===== config.mk =====
export PLATFORM = sky130hd
export DESIGN_NAME = slid_queue
export DESIGN_NICKNAME = d
export VERILOG_FILES = /design/src/rtl/slid_pkg.sv /design/src/rtl/slid_queue.sv
export SDC_FILE = /design/constraint.sdc
export NUM_CORES = 1
export LEC_CHECK = 0
export CAP_MARGIN = 20
export CORE_UTILIZATION = 62
export CTS_CLUSTER_DIAMETER = 60
export DETAILED_ROUTE_END_ITERATION = 8
export DONT_BUFFER_PORTS = 1
export HOLD_SLACK_MARGIN = 0.12
export PLACE_DENSITY = 0.85
export SKIP_LAST_GASP = 1
export SLEW_MARGIN = 20
export SYNTH_ARGS = -nofsm -noshare
export SYNTH_HDL_FRONTEND = slang
export SYNTH_SLANG_ARGS = --single-unit

===== constraint.sdc =====
create_clock -name clk -period 3.95 [get_ports clk]
set_input_delay 0.9875 -clock clk [delete_from_list [all_inputs] [get_ports clk]]
set_output_delay 0.9875 -clock clk [all_outputs]
set_load 0.05 [all_outputs]

===== src/rtl/slid_pkg.sv =====
// Shared types, codes and constants for the sorted list insert/delete unit.
package slid_pkg;

    localparam int VALUE_W       = 32;
    localparam int RANK_W        = 10;
    localparam int FILL_W        = 11;
    localparam int DEPTH_DEFAULT = 1024;
    localparam int QUEUE_DEPTH   = 2;

    // Operation codes on the item channel
    localparam logic [1:0] KIND_INSERT = 2'd0;
    localparam logic [1:0] KIND_DELETE = 2'd1;
    localparam logic [1:0] KIND_READ   = 2'd2;

    // Status codes on the result channel
    localparam logic [1:0] STATUS_OK    = 2'd0;
    localparam logic [1:0] STATUS_RANGE = 2'd1;
    localparam logic [1:0] STATUS_FULL  = 2'd2;

    typedef struct packed {
        logic [1:0]                kind;
        logic signed [VALUE_W-1:0] value;
        logic [RANK_W-1:0]         rank;
    } item_t;

    typedef struct packed {
        logic [1:0]                status;
        logic [FILL_W-1:0]         fill;
        logic signed [VALUE_W-1:0] read_value;
        logic                      error_seen;
    } result_t;

    typedef enum logic [1:0] {
        OP_INSERT,
        OP_DELETE,
        OP_READ,
        OP_NOP
    } op_t;

    typedef struct packed {
        op_t                       op;
        logic signed [VALUE_W-1:0] value;
        logic [RANK_W-1:0]         rank;
    } cmd_t;

    typedef struct packed {
        logic valid;
        cmd_t cmd;
    } queue_push_t;

    typedef struct packed {
        logic valid;
        cmd_t cmd;
    } queue_head_t;

    typedef enum logic [1:0] {
        ST_IDLE,
        ST_INSERT,
        ST_DELETE,
        ST_READ
    } back_state_t;

endpackage


===== src/rtl/slid_queue.sv =====
// Small command queue between the front end and the back end.
module slid_queue (
    input  logic                  clk,
    input  logic                  rst_n,
    input  slid_pkg::queue_push_t push,
    output logic                  full,
    output slid_pkg::queue_head_t head,
    input  logic                  pop
);

    localparam int PTR_W = (slid_pkg::QUEUE_DEPTH > 1) ? $clog2(slid_pkg::QUEUE_DEPTH) : 1;
    localparam int CNT_W = $clog2(slid_pkg::QUEUE_DEPTH + 1);

    slid_pkg::cmd_t   slot_reg [slid_pkg::QUEUE_DEPTH];
    logic [PTR_W-1:0] wr_ptr_reg;
    logic [PTR_W-1:0] wr_ptr_next;
    logic [PTR_W-1:0] rd_ptr_reg;
    logic [PTR_W-1:0] rd_ptr_next;
    logic [CNT_W-1:0] level_reg;
    logic [CNT_W-1:0] level_next;
    logic             do_pop;

    assign full       = (level_reg == CNT_W'(slid_pkg::QUEUE_DEPTH));
    assign head.valid = (level_reg != '0);
    assign head.cmd   = slot_reg[rd_ptr_reg];
    assign do_pop     = pop && head.valid;

    // Advance pointers and level
    always_comb
    begin
        wr_ptr_next = wr_ptr_reg;
        rd_ptr_next = rd_ptr_reg;
        level_next  = level_reg;
        if (push.valid)
        begin
            wr_ptr_next = (wr_ptr_reg == PTR_W'(slid_pkg::QUEUE_DEPTH - 1)) ?
                          '0 : wr_ptr_reg + PTR_W'(1);
        end
        if (do_pop)
        begin
            rd_ptr_next = (rd_ptr_reg == PTR_W'(slid_pkg::QUEUE_DEPTH - 1)) ?
                          '0 : rd_ptr_reg + PTR_W'(1);
        end
        if (push.valid && !do_pop)
        begin
            level_next = level_reg + CNT_W'(1);
        end
        else if (do_pop && !push.valid)
        begin
            level_next = level_reg - CNT_W'(1);
        end
    end

    always_ff @(posedge clk or negedge rst_n)
    begin
        if (!rst_n)
        begin
            wr_ptr_reg <= '0;
            rd_ptr_reg <= '0;
            level_reg  <= '0;
        end
        else
        begin
            wr_ptr_reg <= wr_ptr_next;
            rd_ptr_reg <= rd_ptr_next;
            level_reg  <= level_next;
        end
    end

    // Store the pushed command
    always_ff @(posedge clk)
    begin
        if (push.valid)
        begin
            slot_reg[wr_ptr_reg] <= push.cmd;
        end
    end

endmodule


==> summary.md <==
| Metric | Value |
|---|---|
| Status | `complete, no violations` |
| Slowest CP cell | `dfrtp_2` |
| Num ports | `between 90 and 100` |
| Die Span Y | `a little under 80 um` |
| Post-CTS setup repair buffer count | `0` |
| Fin. max-slew vios | `0` |
| Core area | `about 5500 um2` |
| Resize count post-CTS | `0` |
| Number of synthesized flops with an enable pin | `88` |
| Fin nets | `roughly 210` |
| Reg2Reg Capture Point | `slot_reg[0][7]` |
| ANT nets after route | `0` |
| Post-Syn Instances | `around 150` |
| Worst r2r src | `wr_ptr_reg` |
| First-pass GRT wire length | `between 6 and 7 mm` |
| Final setup skew | `0.00447 ns` |
| CTS clk-pin slew, worst paths | `~0.07 ns` |
| Vias | `1330` |
| Avg Inst Size Synth | `around 23 um2` |
| Register-to-register path setup slack | `approximately 2.1 ns` |
| DR WL met3 | `464 um` |
| Worst setup SP type | `register` |
| Vias/cell | `5.59` |
| Yosys warnings | `0` |
| CTS Root Cell | `clkbuf_8` |
| Critical setup path kind | `register to primary output` |
| Clk Latency, worst-skew pair | `around 0.33 ns` |
| Initial antenna violation count | `0` |
| Crit path DAT | `1.87 ns` |
| Cell family with most CP delay | `flip-flops` |
| Sink Count | `92` |
| Top-count cell post-synth | `edfxtp_1` |
| Final wirelength | `4.58 mm` |
| Critical path's largest stage delay | `~0.74 ns` |
| Die width | `77.8 um` |
| Final critical-path share of the clock period | `0.724` |
| Pwr/cell area | `~870 nW/um2` |
| Crit path required time | `2.96 ns` |
| Initial core utilization | `0.643` |
| Row cnt | `27` |
| Mapped Area | `3560 um2` |
| Largest net degree at the start of global routing | `45` |
| Final Hold Viols | `0` |
| Leak pwr | `0.00135 uW` |
| Fillers | `~360` |
| DRT iter0 DRCs | `84` |
| Synth-to-Final Area Change | `5.05%` |
| Hold_buf cts | `0` |
| Peak supply drop | `around 0.7 mV` |
| H-tree levels | `3` |
| Total grt overflow | `0` |
| GRT Util Overall | `0.163` |
| Met2 WL post-DR | `between 2 and 2.5 mm` |
| GP Congestion | `roughly 0.67` |
| PnR worst setup slack | `between 1 and 1.5 ns` |
| Cells on worst reg2reg path | `2` |
| Largest cells by area after synthesis | `edfxtp_1, mux2_4, dfrtp_1` |
| Antenna diodes | `0` |
| Cell taking the most area after synthesis | `edfxtp_1` |
| Setup TNS | `0 ns` |
| Die ar. | `a little over 6000 um2` |
| Vias in the first global route | `approximately 1400` |
| Fraction of layout cells with a size suffix above 1 | `0.367` |
| CTS Buf Count | `9` |
| CTS tree | `built` |
| Most used flip-flop cell after synthesis | `edfxtp_1` |
| Fin util | `0.676` |
| DRT Pass-1 Iters | `4` |
| Worst hold-check path type | `input port to asynchronous set/reset pin` |
| Synth cell types | `14` |
| Seq cells post-synth | `92` |
| IO buf count | `0` |
| WL/cell | `19.2 um` |
| Routed metal-1 wire length | `between 1.5 and 2 mm` |
| Syn_nets | `~200` |
| CP bufs+invs | `1` |
| CP Capture Type | `primary output` |
| Max_cap viols | `0` |
| Peak Freq | `between 300 and 400 MHz` |
| Critical path cell sequence | `buf_4, mux2_4` |
| Clk buf depth | `2` |
| Top Layer Used | `met4` |
| RSZ-0062 raised after global routing | `no` |
| Top cells by count, synth | `edfxtp_1, mux2_4, mux2_2` |
| Async S/R FF share, synth | `0.0435` |
| Largest register FFs | `a little under 90` |
| Final setup vio count | `0` |
| Yosys top cell area share | `0.741` |
| Worst Tran Pin Value | `1.03 ns` |
| CP Max Fanout | `21` |
| Remaining routing DRC violations | `0` |
| Post-Place Setup Slack | `approximately 1.4 ns` |
| Tmin final | `approximately 2.9 ns` |
| Sequential share of the synthesized area | `0.769` |
| Worst rel slew slack | `0.316` |
[final cells by class]
cell class	count	area, um2	share of cell area
Multi-Input combinational cell	56	739	0.197
Clock inverter	4	17.5	0.00468
Timing Repair Buffer	3	22.5	0.00601
Clock buffer	11	131	0.0351
Tap cell	72	90.1	0.0241
Sequential cell	92	2740	0.733
[cell families after synthesis]
group                      count (synthesis)  synth area share
adders and majority gates                  1           0.00351
buffers and inverters                      5            0.0256
DFF                                       92             0.769
and+or+nand+nor                            6           0.00913
xor gates and xnor gates                   5            0.0123
muxes                                     44             0.180
[power breakdown]
| part | switching [uW] | total [uW] | internal (uW) |
|---|---|---|---|
| clock network | 268 | 487 | 219 |
| registers | 109 | 1410 | 1300 |
| logic | 969 | 1360 | 389 |
[cell usage in the layout, fill, tap and decap left out, types with 2 or more instances in the layout]
master    Yosys  layout
mux2_2        5       5
dfrtp_1       4       3
clkbuf_8      0       9
edfxtp_1     88      88
clkbuf_1      0       2
buf_4         0       3
xnor2_1       2       2
mux2_4       39      39
clkinv_2      0       2
xor2_1        3       3
clkinv_1      0       2
[worst register-to-register path, stage by stage (launching register included)]
cell and delay (ns):
dfrtp_1 0.43, nor2b_4 0.73, buf_4 0.36
[how the worst max path moves through the flow]
| stage | start | to | cells after the start |
|---|---|---|---|
| floorplan | push[44] | slot_reg[0][0] | 1 |
| detailed placement | rd_ptr_reg | head[1] | 2 |
| CTS | rd_ptr_reg | head[1] | 2 |
| finish | rd_ptr_reg | head[1] | 2 |
| global route | rd_ptr_reg | head[1] | 2 |
| global placement | rd_ptr_reg | head[1] | 2 |
[layer usage]
| layer | up-vias | GRT usage |
|---|---|---|
| li1 | 612 | - |
| met1 | 653 | 0.168 |
| met2 | 58 | 0.278 |
| met3 | 7 | 0.0718 |
| met4 | 0 | 0.0849 |
| met5 | - | 0 |
[stage by stage]
| step | total power, uW | cells | hold slack [ns] | instance area [um2] |
|---|---|---|---|---|
| final | 3260 | 238 | 0.343 | 3740 |
| after global routing | 3370 | 238 | 0.323 | 3740 |
| after CTS | 3280 | 238 | 0.331 | 3740 |
| after detailed placement | 2810 | 223 | 0.480 | 3600 |
| after global placement | 2780 | 223 | 0.463 | 3600 |
| after floorplan | 2780 | 153 | 0.448 | 3560 |
(Power assumes the default switching activity.)
