### config.mk
export PLATFORM = sky130hd
export DESIGN_NAME = slid_front
export DESIGN_NICKNAME = d
export VERILOG_FILES = /design/src/rtl/slid_pkg.sv /design/src/rtl/slid_front.sv
export SDC_FILE = /design/constraint.sdc
export NUM_CORES = 1
export LEC_CHECK = 0
export BUFFER_PORTS_ARGS = -buffer_cell sky130_fd_sc_hd__buf_4
export CAP_MARGIN = 20
export CORE_MARGIN = 5
export CORE_UTILIZATION = 43
export DETAILED_ROUTE_END_ITERATION = 8
export PLACE_DENSITY = 0.8
export SETUP_SLACK_MARGIN = 0.05
export SLEW_MARGIN = 0
export SYNTH_ARGS = -nofsm -noshare
export SYNTH_HDL_FRONTEND = slang
export SYNTH_SLANG_ARGS = --single-unit
export TNS_END_PERCENT = 10
### constraint.sdc
create_clock -name clk -period 8.9 [get_ports clk]
set_input_delay 1.335 -clock clk [delete_from_list [all_inputs] [get_ports clk]]
set_output_delay 1.335 -clock clk [all_outputs]
set_load 0.01 [all_outputs]
### src/rtl/slid_pkg.sv
// Shared types, codes and constants for the sorted list insert/delete unit.
package slid_pkg;

    localparam int VALUE_W       = 32;
    localparam int RANK_W        = 10;
    localparam int FILL_W        = 11;
    localparam int DEPTH_DEFAULT = 1024;
    localparam int QUEUE_DEPTH   = 2;

    // Operation codes on the item channel
    localparam logic [1:0] KIND_INSERT = 2'd0;
    localparam logic [1:0] KIND_DELETE = 2'd1;
    localparam logic [1:0] KIND_READ   = 2'd2;

    // Status codes on the result channel
    localparam logic [1:0] STATUS_OK    = 2'd0;
    localparam logic [1:0] STATUS_RANGE = 2'd1;
    localparam logic [1:0] STATUS_FULL  = 2'd2;

    typedef struct packed {
        logic [1:0]                kind;
        logic signed [VALUE_W-1:0] value;
        logic [RANK_W-1:0]         rank;
    } item_t;

    typedef struct packed {
        logic [1:0]                status;
        logic [FILL_W-1:0]         fill;
        logic signed [VALUE_W-1:0] read_value;
        logic                      error_seen;
    } result_t;

    typedef enum logic [1:0] {
        OP_INSERT,
        OP_DELETE,
        OP_READ,
        OP_NOP
    } op_t;

    typedef struct packed {
        op_t                       op;
        logic signed [VALUE_W-1:0] value;
        logic [RANK_W-1:0]         rank;
    } cmd_t;

    typedef struct packed {
        logic valid;
        cmd_t cmd;
    } queue_push_t;

    typedef struct packed {
        logic valid;
        cmd_t cmd;
    } queue_head_t;

    typedef enum logic [1:0] {
        ST_IDLE,
        ST_INSERT,
        ST_DELETE,
        ST_READ
    } back_state_t;

endpackage

### src/rtl/slid_front.sv
// Front end: takes items, decodes the operation and hands commands to the queue.
module slid_front (
    input  logic                 clk,
    input  logic                 rst_n,
    input  logic                 start,
    output logic                 busy,
    input  slid_pkg::item_t      item,
    output slid_pkg::queue_push_t push,
    input  logic                 queue_full
);

    logic           stage_valid_reg;
    logic           stage_valid_next;
    slid_pkg::cmd_t stage_cmd_reg;
    slid_pkg::cmd_t stage_cmd_next;
    slid_pkg::op_t  op_dec;
    logic           accept;
    logic           do_push;

    // Decode the operation code
    always_comb
    begin
        unique case (item.kind)
            slid_pkg::KIND_INSERT: op_dec = slid_pkg::OP_INSERT;
            slid_pkg::KIND_DELETE: op_dec = slid_pkg::OP_DELETE;
            slid_pkg::KIND_READ:   op_dec = slid_pkg::OP_READ;
            default:               op_dec = slid_pkg::OP_NOP;
        endcase
    end

    // Hold the stage while the queue is full, refill it on a transfer
    assign do_push = stage_valid_reg && !queue_full;
    assign busy    = stage_valid_reg && queue_full;
    assign accept  = start && !busy;

    always_comb
    begin
        stage_valid_next = accept || (stage_valid_reg && !do_push);
        stage_cmd_next   = stage_cmd_reg;
        if (accept)
        begin
            stage_cmd_next.op    = op_dec;
            stage_cmd_next.value = item.value;
            stage_cmd_next.rank  = item.rank;
        end
    end

    always_ff @(posedge clk or negedge rst_n)
    begin
        if (!rst_n)
        begin
            stage_valid_reg <= 1'b0;
        end
        else
        begin
            stage_valid_reg <= stage_valid_next;
        end
    end

    always_ff @(posedge clk)
    begin
        stage_cmd_reg <= stage_cmd_next;
    end

    assign push.valid = do_push;
    assign push.cmd   = stage_cmd_reg;

endmodule

==> out/results.txt, run 1 <==
# placed instances = 187
Syn-to-layout area delta = 57.90%
RSZ-0062 raised after global routing = false
hold buffer count at CTS = 0
crit-path max FO = 4
H-tree level count = 2
Post-Syn Instances = 52
Hold Fails Final Rpt = 0
final setup vio count = 0
routed len/inst = 15.07 um
initial antenna violation count = 0
max-cap violations = 0
port bufs = 93
syn_nets = 100
Arrival @ worst endpoint = 1.80 ns
cell taking the most area after synthesis = edfxtp_1
CP max stage cell = and2b_2
# nets final = 198
Top-Level Pins = 94
syn_area_per_cell = 26.80 sq um
top cell type's share of synthesized area = 94.79%
Post-route DRC = 0
router iterations before antenna repair = 3
Place WS = 5.773 ns
Iteration-0 DRC Markers = 23
worst slew pin tran = 0.5043 ns
vias in the first global route = 927
Pins Over Slew Limit = 0
GR Util met3 = 10.79%
cell mode on critical path = buf_4
die height = 66.94 um
Seq/Total Area, Yosys = 96.59%
clock skew = 0.003361 ns
setup TNS = 0 ns
die area = 4480 sq um
Detail Route Antenna Nets = 0
Crit Path Class = input port to output port
met1 GRT Util = 12.71%
M2 GR Usage = 22.28%
Via Count = 855
pwr/cell area = 173.3 nW/um^2
Overflow after GRT = 0
GRT Resource Usage Total = 13.93%
RePlAce Congestion = 0.6652
CTS Buffer Depth = 2
crit end category = output port
Sequential cell area = 1346 sq um
Skew-Pair Late Insertion Delay = 0.34 ns
period utilization = 35.17%
Synth Register Bits = 45
crit path buf inv count = 2
number of diodes = 0
critical path's top delay family = buffers and inverters
CP Cell Sequence = buf_4, and2b_2, buf_4
Netlist cell types = 8
clock transition at the registers of the reported paths = 0.11 ns
Warnings, synthesis = 0
CTS tree = done
die width = 66.94 um
root cell of the clock tree = clkbuf_4
largest net degree at the start of global routing = 44
Hold WC Path Type = register to register
detailed-route wire length = 2.939 mm
setup slack after layout = 5.770 ns
Worst slew margin = 66.38%
Initial Utilization = 45.28%
filler cell count = 209
mapped cell area = 1394 sq um
LEAKAGE = 0.9332 nW
slowest cell delay on critical path = 0.21 ns
# rows = 20
DR vias/cell = 4.385
Max Clk Rate = 0.3195 GHz
area of the multi-input gates = 43.79 sq um
max FFs per register = 44
Pwr Total = 0.0003815 W
final std cells w/o fill = 195
share of cells above drive strength 1 = 68.87%
Worst VDD drop = 0.1041 mV
global-route wire length before repair = 4.326 mm
clk sinks = 45
CTS Buf Count = 5
GRT busiest layer = met2
Core Area = 3078 sq um
Critical Path Start Type = input port
status = completed
Post-CTS Resized = 0
Req. time, crit path = 7.57 ns
Tmin final = 3.130 ns
Post-CTS Setup Bufs = 0
Synth area leaders = edfxtp_1, dfrtp_1, a21o_2
-- cell usage in the layout, fill, tap and decap left out, drive strengths merged --
master   n
a21boi   1
dfrtp    1
a21o     1
buf     94
clkbuf   5
clkinv   3
and2     1
edfxtp  44
and2b    1
-- Yosys cell counts --
cell type,count
edfxtp_1,44
clkbuf_1,2
a21boi_0,1
a21o_2,1
and2_2,1
and2b_2,1
buf_4,1
dfrtp_1,1
-- power breakdown --
group	total, W	switching [W]	internal (W)	leakage (nW)
Clock	0.0000861	0.0000575	0.0000286	0.0300
Sequential	0.000250	0.00000334	0.000246	0.430
Combinational	0.0000456	0.0000183	0.0000273	0.473
-- worst register-to-register path: cells and delay by family (launching register included) --
kind | cells | cell delay, ns
buffers and inverters | 1 | 0.46
DFF | 1 | 0.44
AOI/OAI and AO/OA | 1 | 0.16
-- logic make-up (layout without fill, tap and decap cells) --
kind of cell,count (synthesis),after routing,share of synthesized area (%)
and+or+nand+nor,2,2,1.167
AOI/OAI and AO/OA,2,2,1.167
buffers and inverters,3,102,1.078
DFF,45,45,96.59
-- through the flow --
step	area, sq um	hold slack (ns)	utilization (%)
after detailed placement	2151	0.5719	69.88
after floorplan	1394	0.4812	-
final	2201	0.5982	71.50
after CTS	2201	0.6002	71.50
after global routing	2201	0.6333	71.50
after global placement	2151	0.5551	69.88
-- final timing paths --
path	cells after the start	from	slack, ns	to
setup / recovery	3	queue_full	5.77	push[44]
hold / removal	1	stage_valid_reg$_DFF_PN0_	0.60	stage_valid_reg$_DFF_PN0_
setup reg to reg	2	stage_valid_reg$_DFF_PN0_	7.49	push[32]$_DFFE_PP_
hold reg to reg	1	stage_valid_reg$_DFF_PN0_	0.60	stage_valid_reg$_DFF_PN0_
max in group asynchronous	1	rst_n	8.07	stage_valid_reg$_DFF_PN0_
min in group asynchronous	1	rst_n	0.75	stage_valid_reg$_DFF_PN0_
-- per-layer routing --
| layer | vias up | share of wire [%] |
|---|---|---|
| met5 | - | 0 |
| met4 | 0 | 0.78 |
| met3 | 2 | 18 |
| met2 | 66 | 51 |
| met1 | 389 | 30 |
| li1 | 398 | - |
-- final cells by class --
type,instances,share of cell area [%]
Timing Repair Buffer,94,32.06
Clock buffer,5,1.706
Clock inverter,3,0.5685
Multi-Input combinational cell,4,1.990
Tap cell,44,2.501
Sequential cell,45,61.17
No activity file was read; power rests on OpenSTA's default activity.
==> run 2: changes to the inputs <==
CORE_UTILIZATION = 40   (was 43)
PLACE_DENSITY = 0.75   (was 0.8)
clock period = 3.1 ns   (was 8.9 ns; I/O delays follow)
==> run 2 against run 1 <==
Against the previous run: final cell count increased by 1.5%; core utilization decreased by 5.3 points; clock skew increased by 0.010 ns; routed wire length increased by 1.1%; register-to-register slack got worse by 6.1 ns; flip-flop and latch count unchanged; largest power group unchanged; power increased to 3.0 times the previous value; critical path depth decreased by 1; first-iteration DRC count increased by 26%; sequential share of layout area decreased by 0.69 points; die area increased by 6.4%; clock power increased to 3.2 times the previous value; critical path type is now register to register.
==> out/results.txt, run 2 (synthesis gave the netlist of run 1 again) <==
status = completed
crit-path max FO = 27 (+23)
clock transition at the registers of the reported paths = 0.12 ns (about the same)
crit path buf inv count = 1 (-1)
CTS Buf Count = 5 (unchanged)
die area = 4765 sq um (+6.4%)
Via Count = 856 (+0.12%)
largest net degree at the start of global routing = 28 (-36%)
hold buffer count at CTS = 1 (+1)
root cell of the clock tree = clkbuf_4
Detail Route Antenna Nets = 0 (unchanged)
RePlAce Congestion = 0.7309 (+9.9%)
Syn-to-layout area delta = 59.69%
global-route wire length before repair = 4.595 mm (+6.2%)
GRT Resource Usage Total = 12.90% (-1.0 points)
most frequent cells in the layout = buf_4, edfxtp_1, clkbuf_4
RSZ-0062 raised after global routing = false
LEAKAGE = 0.9388 nW (+0.61%)
number of diodes = 0 (unchanged)
Psw = 0.0002308 W (+190%)
Hold WC Path Type = input port to register
met2 wire length = 1.442 mm (-3.1%)
die height = 69.03 um (+3.1%)
Overflow after GRT = 0 (unchanged)
Post-CTS Setup Bufs = 0 (unchanged)
# rows = 21 (+5.0%)
register share of total power = 63.6% (-1.9 points)
Fin Hold WS = 0.2794 ns (-0.3188 ns)
port bufs = 93 (unchanged)
Worst VDD drop = 0.3424 mV (+230%)
metal3 WL = 531 um (-0.56%)
period utilization = 54.76%
# nets final = 199 (+0.51%)
Worst slew margin = 63.31% (-3.1 points)
clk sinks = 45 (unchanged)
detailed-route wire length = 2.972 mm (+1.1%)
Post-CTS Resized = 0 (unchanged)
setup TNS = 0 ns (unchanged)
Post-route DRC = 0 (unchanged)
met1 wire length = 942 um (+5.6%)
Clk pwr share = 24.7% (+2.1 points)
worst slew pin tran = 0.5490 ns (+0.04468 ns)
Max Clk Rate = 0.5891 GHz
Crit Path Class = register to register
CTS tree = done
CP Cell Sequence = a21boi_4, buf_4
die width = 69.03 um (+3.1%)
Req. time, crit path = 3.12 ns (-4.45 ns)
Top-Level Pins = 94 (unchanged)
initial antenna violation count = 0 (unchanged)
Skew-Pair Late Insertion Delay = 0.35 ns (about the same)
max FFs per register = 44 (unchanged)
slowest cell delay on critical path = 0.48 ns (+0.27 ns)
Comb pwr share = 11.7% (-0.2 points)
clock skew = 0.01385 ns (+0.01049 ns)
final setup vio count = 0 (unchanged)
routed len/inst = 15.01 um (-0.41%)
Iteration-0 DRC Markers = 29 (+26%)
setup slack after layout = 1.402 ns (-4.368 ns)
pwr/cell area = 507.0 nW/um^2 (+190%)
router iterations before antenna repair = 2 (-1)
Arrival @ worst endpoint = 1.72 ns (-0.08 ns)
CP max stage cell = a21boi_4
Hold Fails Final Rpt = 0 (unchanged)
DR vias/cell = 4.323 (-1.4%)
Critical Path Start Type = register
commonest non-fill, non-tap cell in the layout = buf_4
sw frac = 20.45% (-0.29 points)
Pint = 0.0008978 W (+200%)
CTS Buffer Depth = 2 (unchanged)
Pins Over Slew Limit = 0 (unchanged)
vias in the first global route = 956 (+3.1%)
H-tree level count = 2 (unchanged)
Place WS = 1.226 ns (-4.547 ns)
max-cap violations = 0 (unchanged)
crit end category = register
Tmin final = 1.698 ns
Core Area = 3363 sq um (+9.3%)
critical path's top delay family = compound AO/OA/AOI/OAI gates
uppermost layer routed = met4
Initial Utilization = 41.44% (-3.8 points)
share of cells above drive strength 1 = 69.08% (+0.20 points)
-- run 2: cell count changes in the layout (fill, tap and decap cells not counted) --
cell | previous run | this run
clkbuf_8 | 0 | 1
clkinv_1 | 2 | 0
clkinvlp_4 | 0 | 1
clkbuf_1 | 0 | 1
dlygate4sd3_1 | 0 | 1
clkinv_2 | 1 | 0
-- run 2: path summary, 6_finish.rpt --
kind                                            from                         to  slack [ns]  depth (start not counted)
hold / removal                              item[11]         push[11]$_DFFE_PP_        0.28                          1
max in group asynchronous                      rst_n  stage_valid_reg$_DFF_PN0_        2.61                          2
setup / recovery           stage_valid_reg$_DFF_PN0_         push[23]$_DFFE_PP_        1.40                          2
min in group asynchronous                      rst_n  stage_valid_reg$_DFF_PN0_        0.41                          2
setup reg to reg           stage_valid_reg$_DFF_PN0_         push[23]$_DFFE_PP_        1.40                          2
hold reg to reg            stage_valid_reg$_DFF_PN0_  stage_valid_reg$_DFF_PN0_        0.60                          1
-- run 2: cell type report --
class / instances / area [sq um]
fillers: 261 / 1137
well taps: 46 / 57.56
clock buffers: 7 / 55.05
flip-flops and latches: 45 / 1346
clock inverters: 1 / 7.507
repair buffers: 95 / 715.7
multi-input cells: 4 / 43.79
-- run 2: through the flow --
step	utilization (%)	power (W)	instances	area, sq um
after floorplan	-	0.0007656	52	1398
after global placement	64.03	0.0008612	189	2153
after detailed placement	64.03	0.0008655	189	2153
after CTS	66.18	0.001146	198	2226
after global routing	66.18	0.001187	198	2226
final	66.18	0.001129	198	2226
-- run 2: layer usage --
layer / global-route usage, % / vias to the layer above
met4: 7.809 / 0
met1: 13.14 / 384
li1: - / 399
met2: 19.28 / 67
met3: 8.866 / 6
met5: 0 / -
-- run 2: power by group through the flow --
stage	clock network (W)	registers [W]	logic, W
floorplan	0	0.000749	0.0000168
global placement	0	0.000730	0.000131
detailed placement	0	0.000732	0.000134
CTS	0.000293	0.000718	0.000135
global route	0.000324	0.000720	0.000143
finish	0.000279	0.000717	0.000132
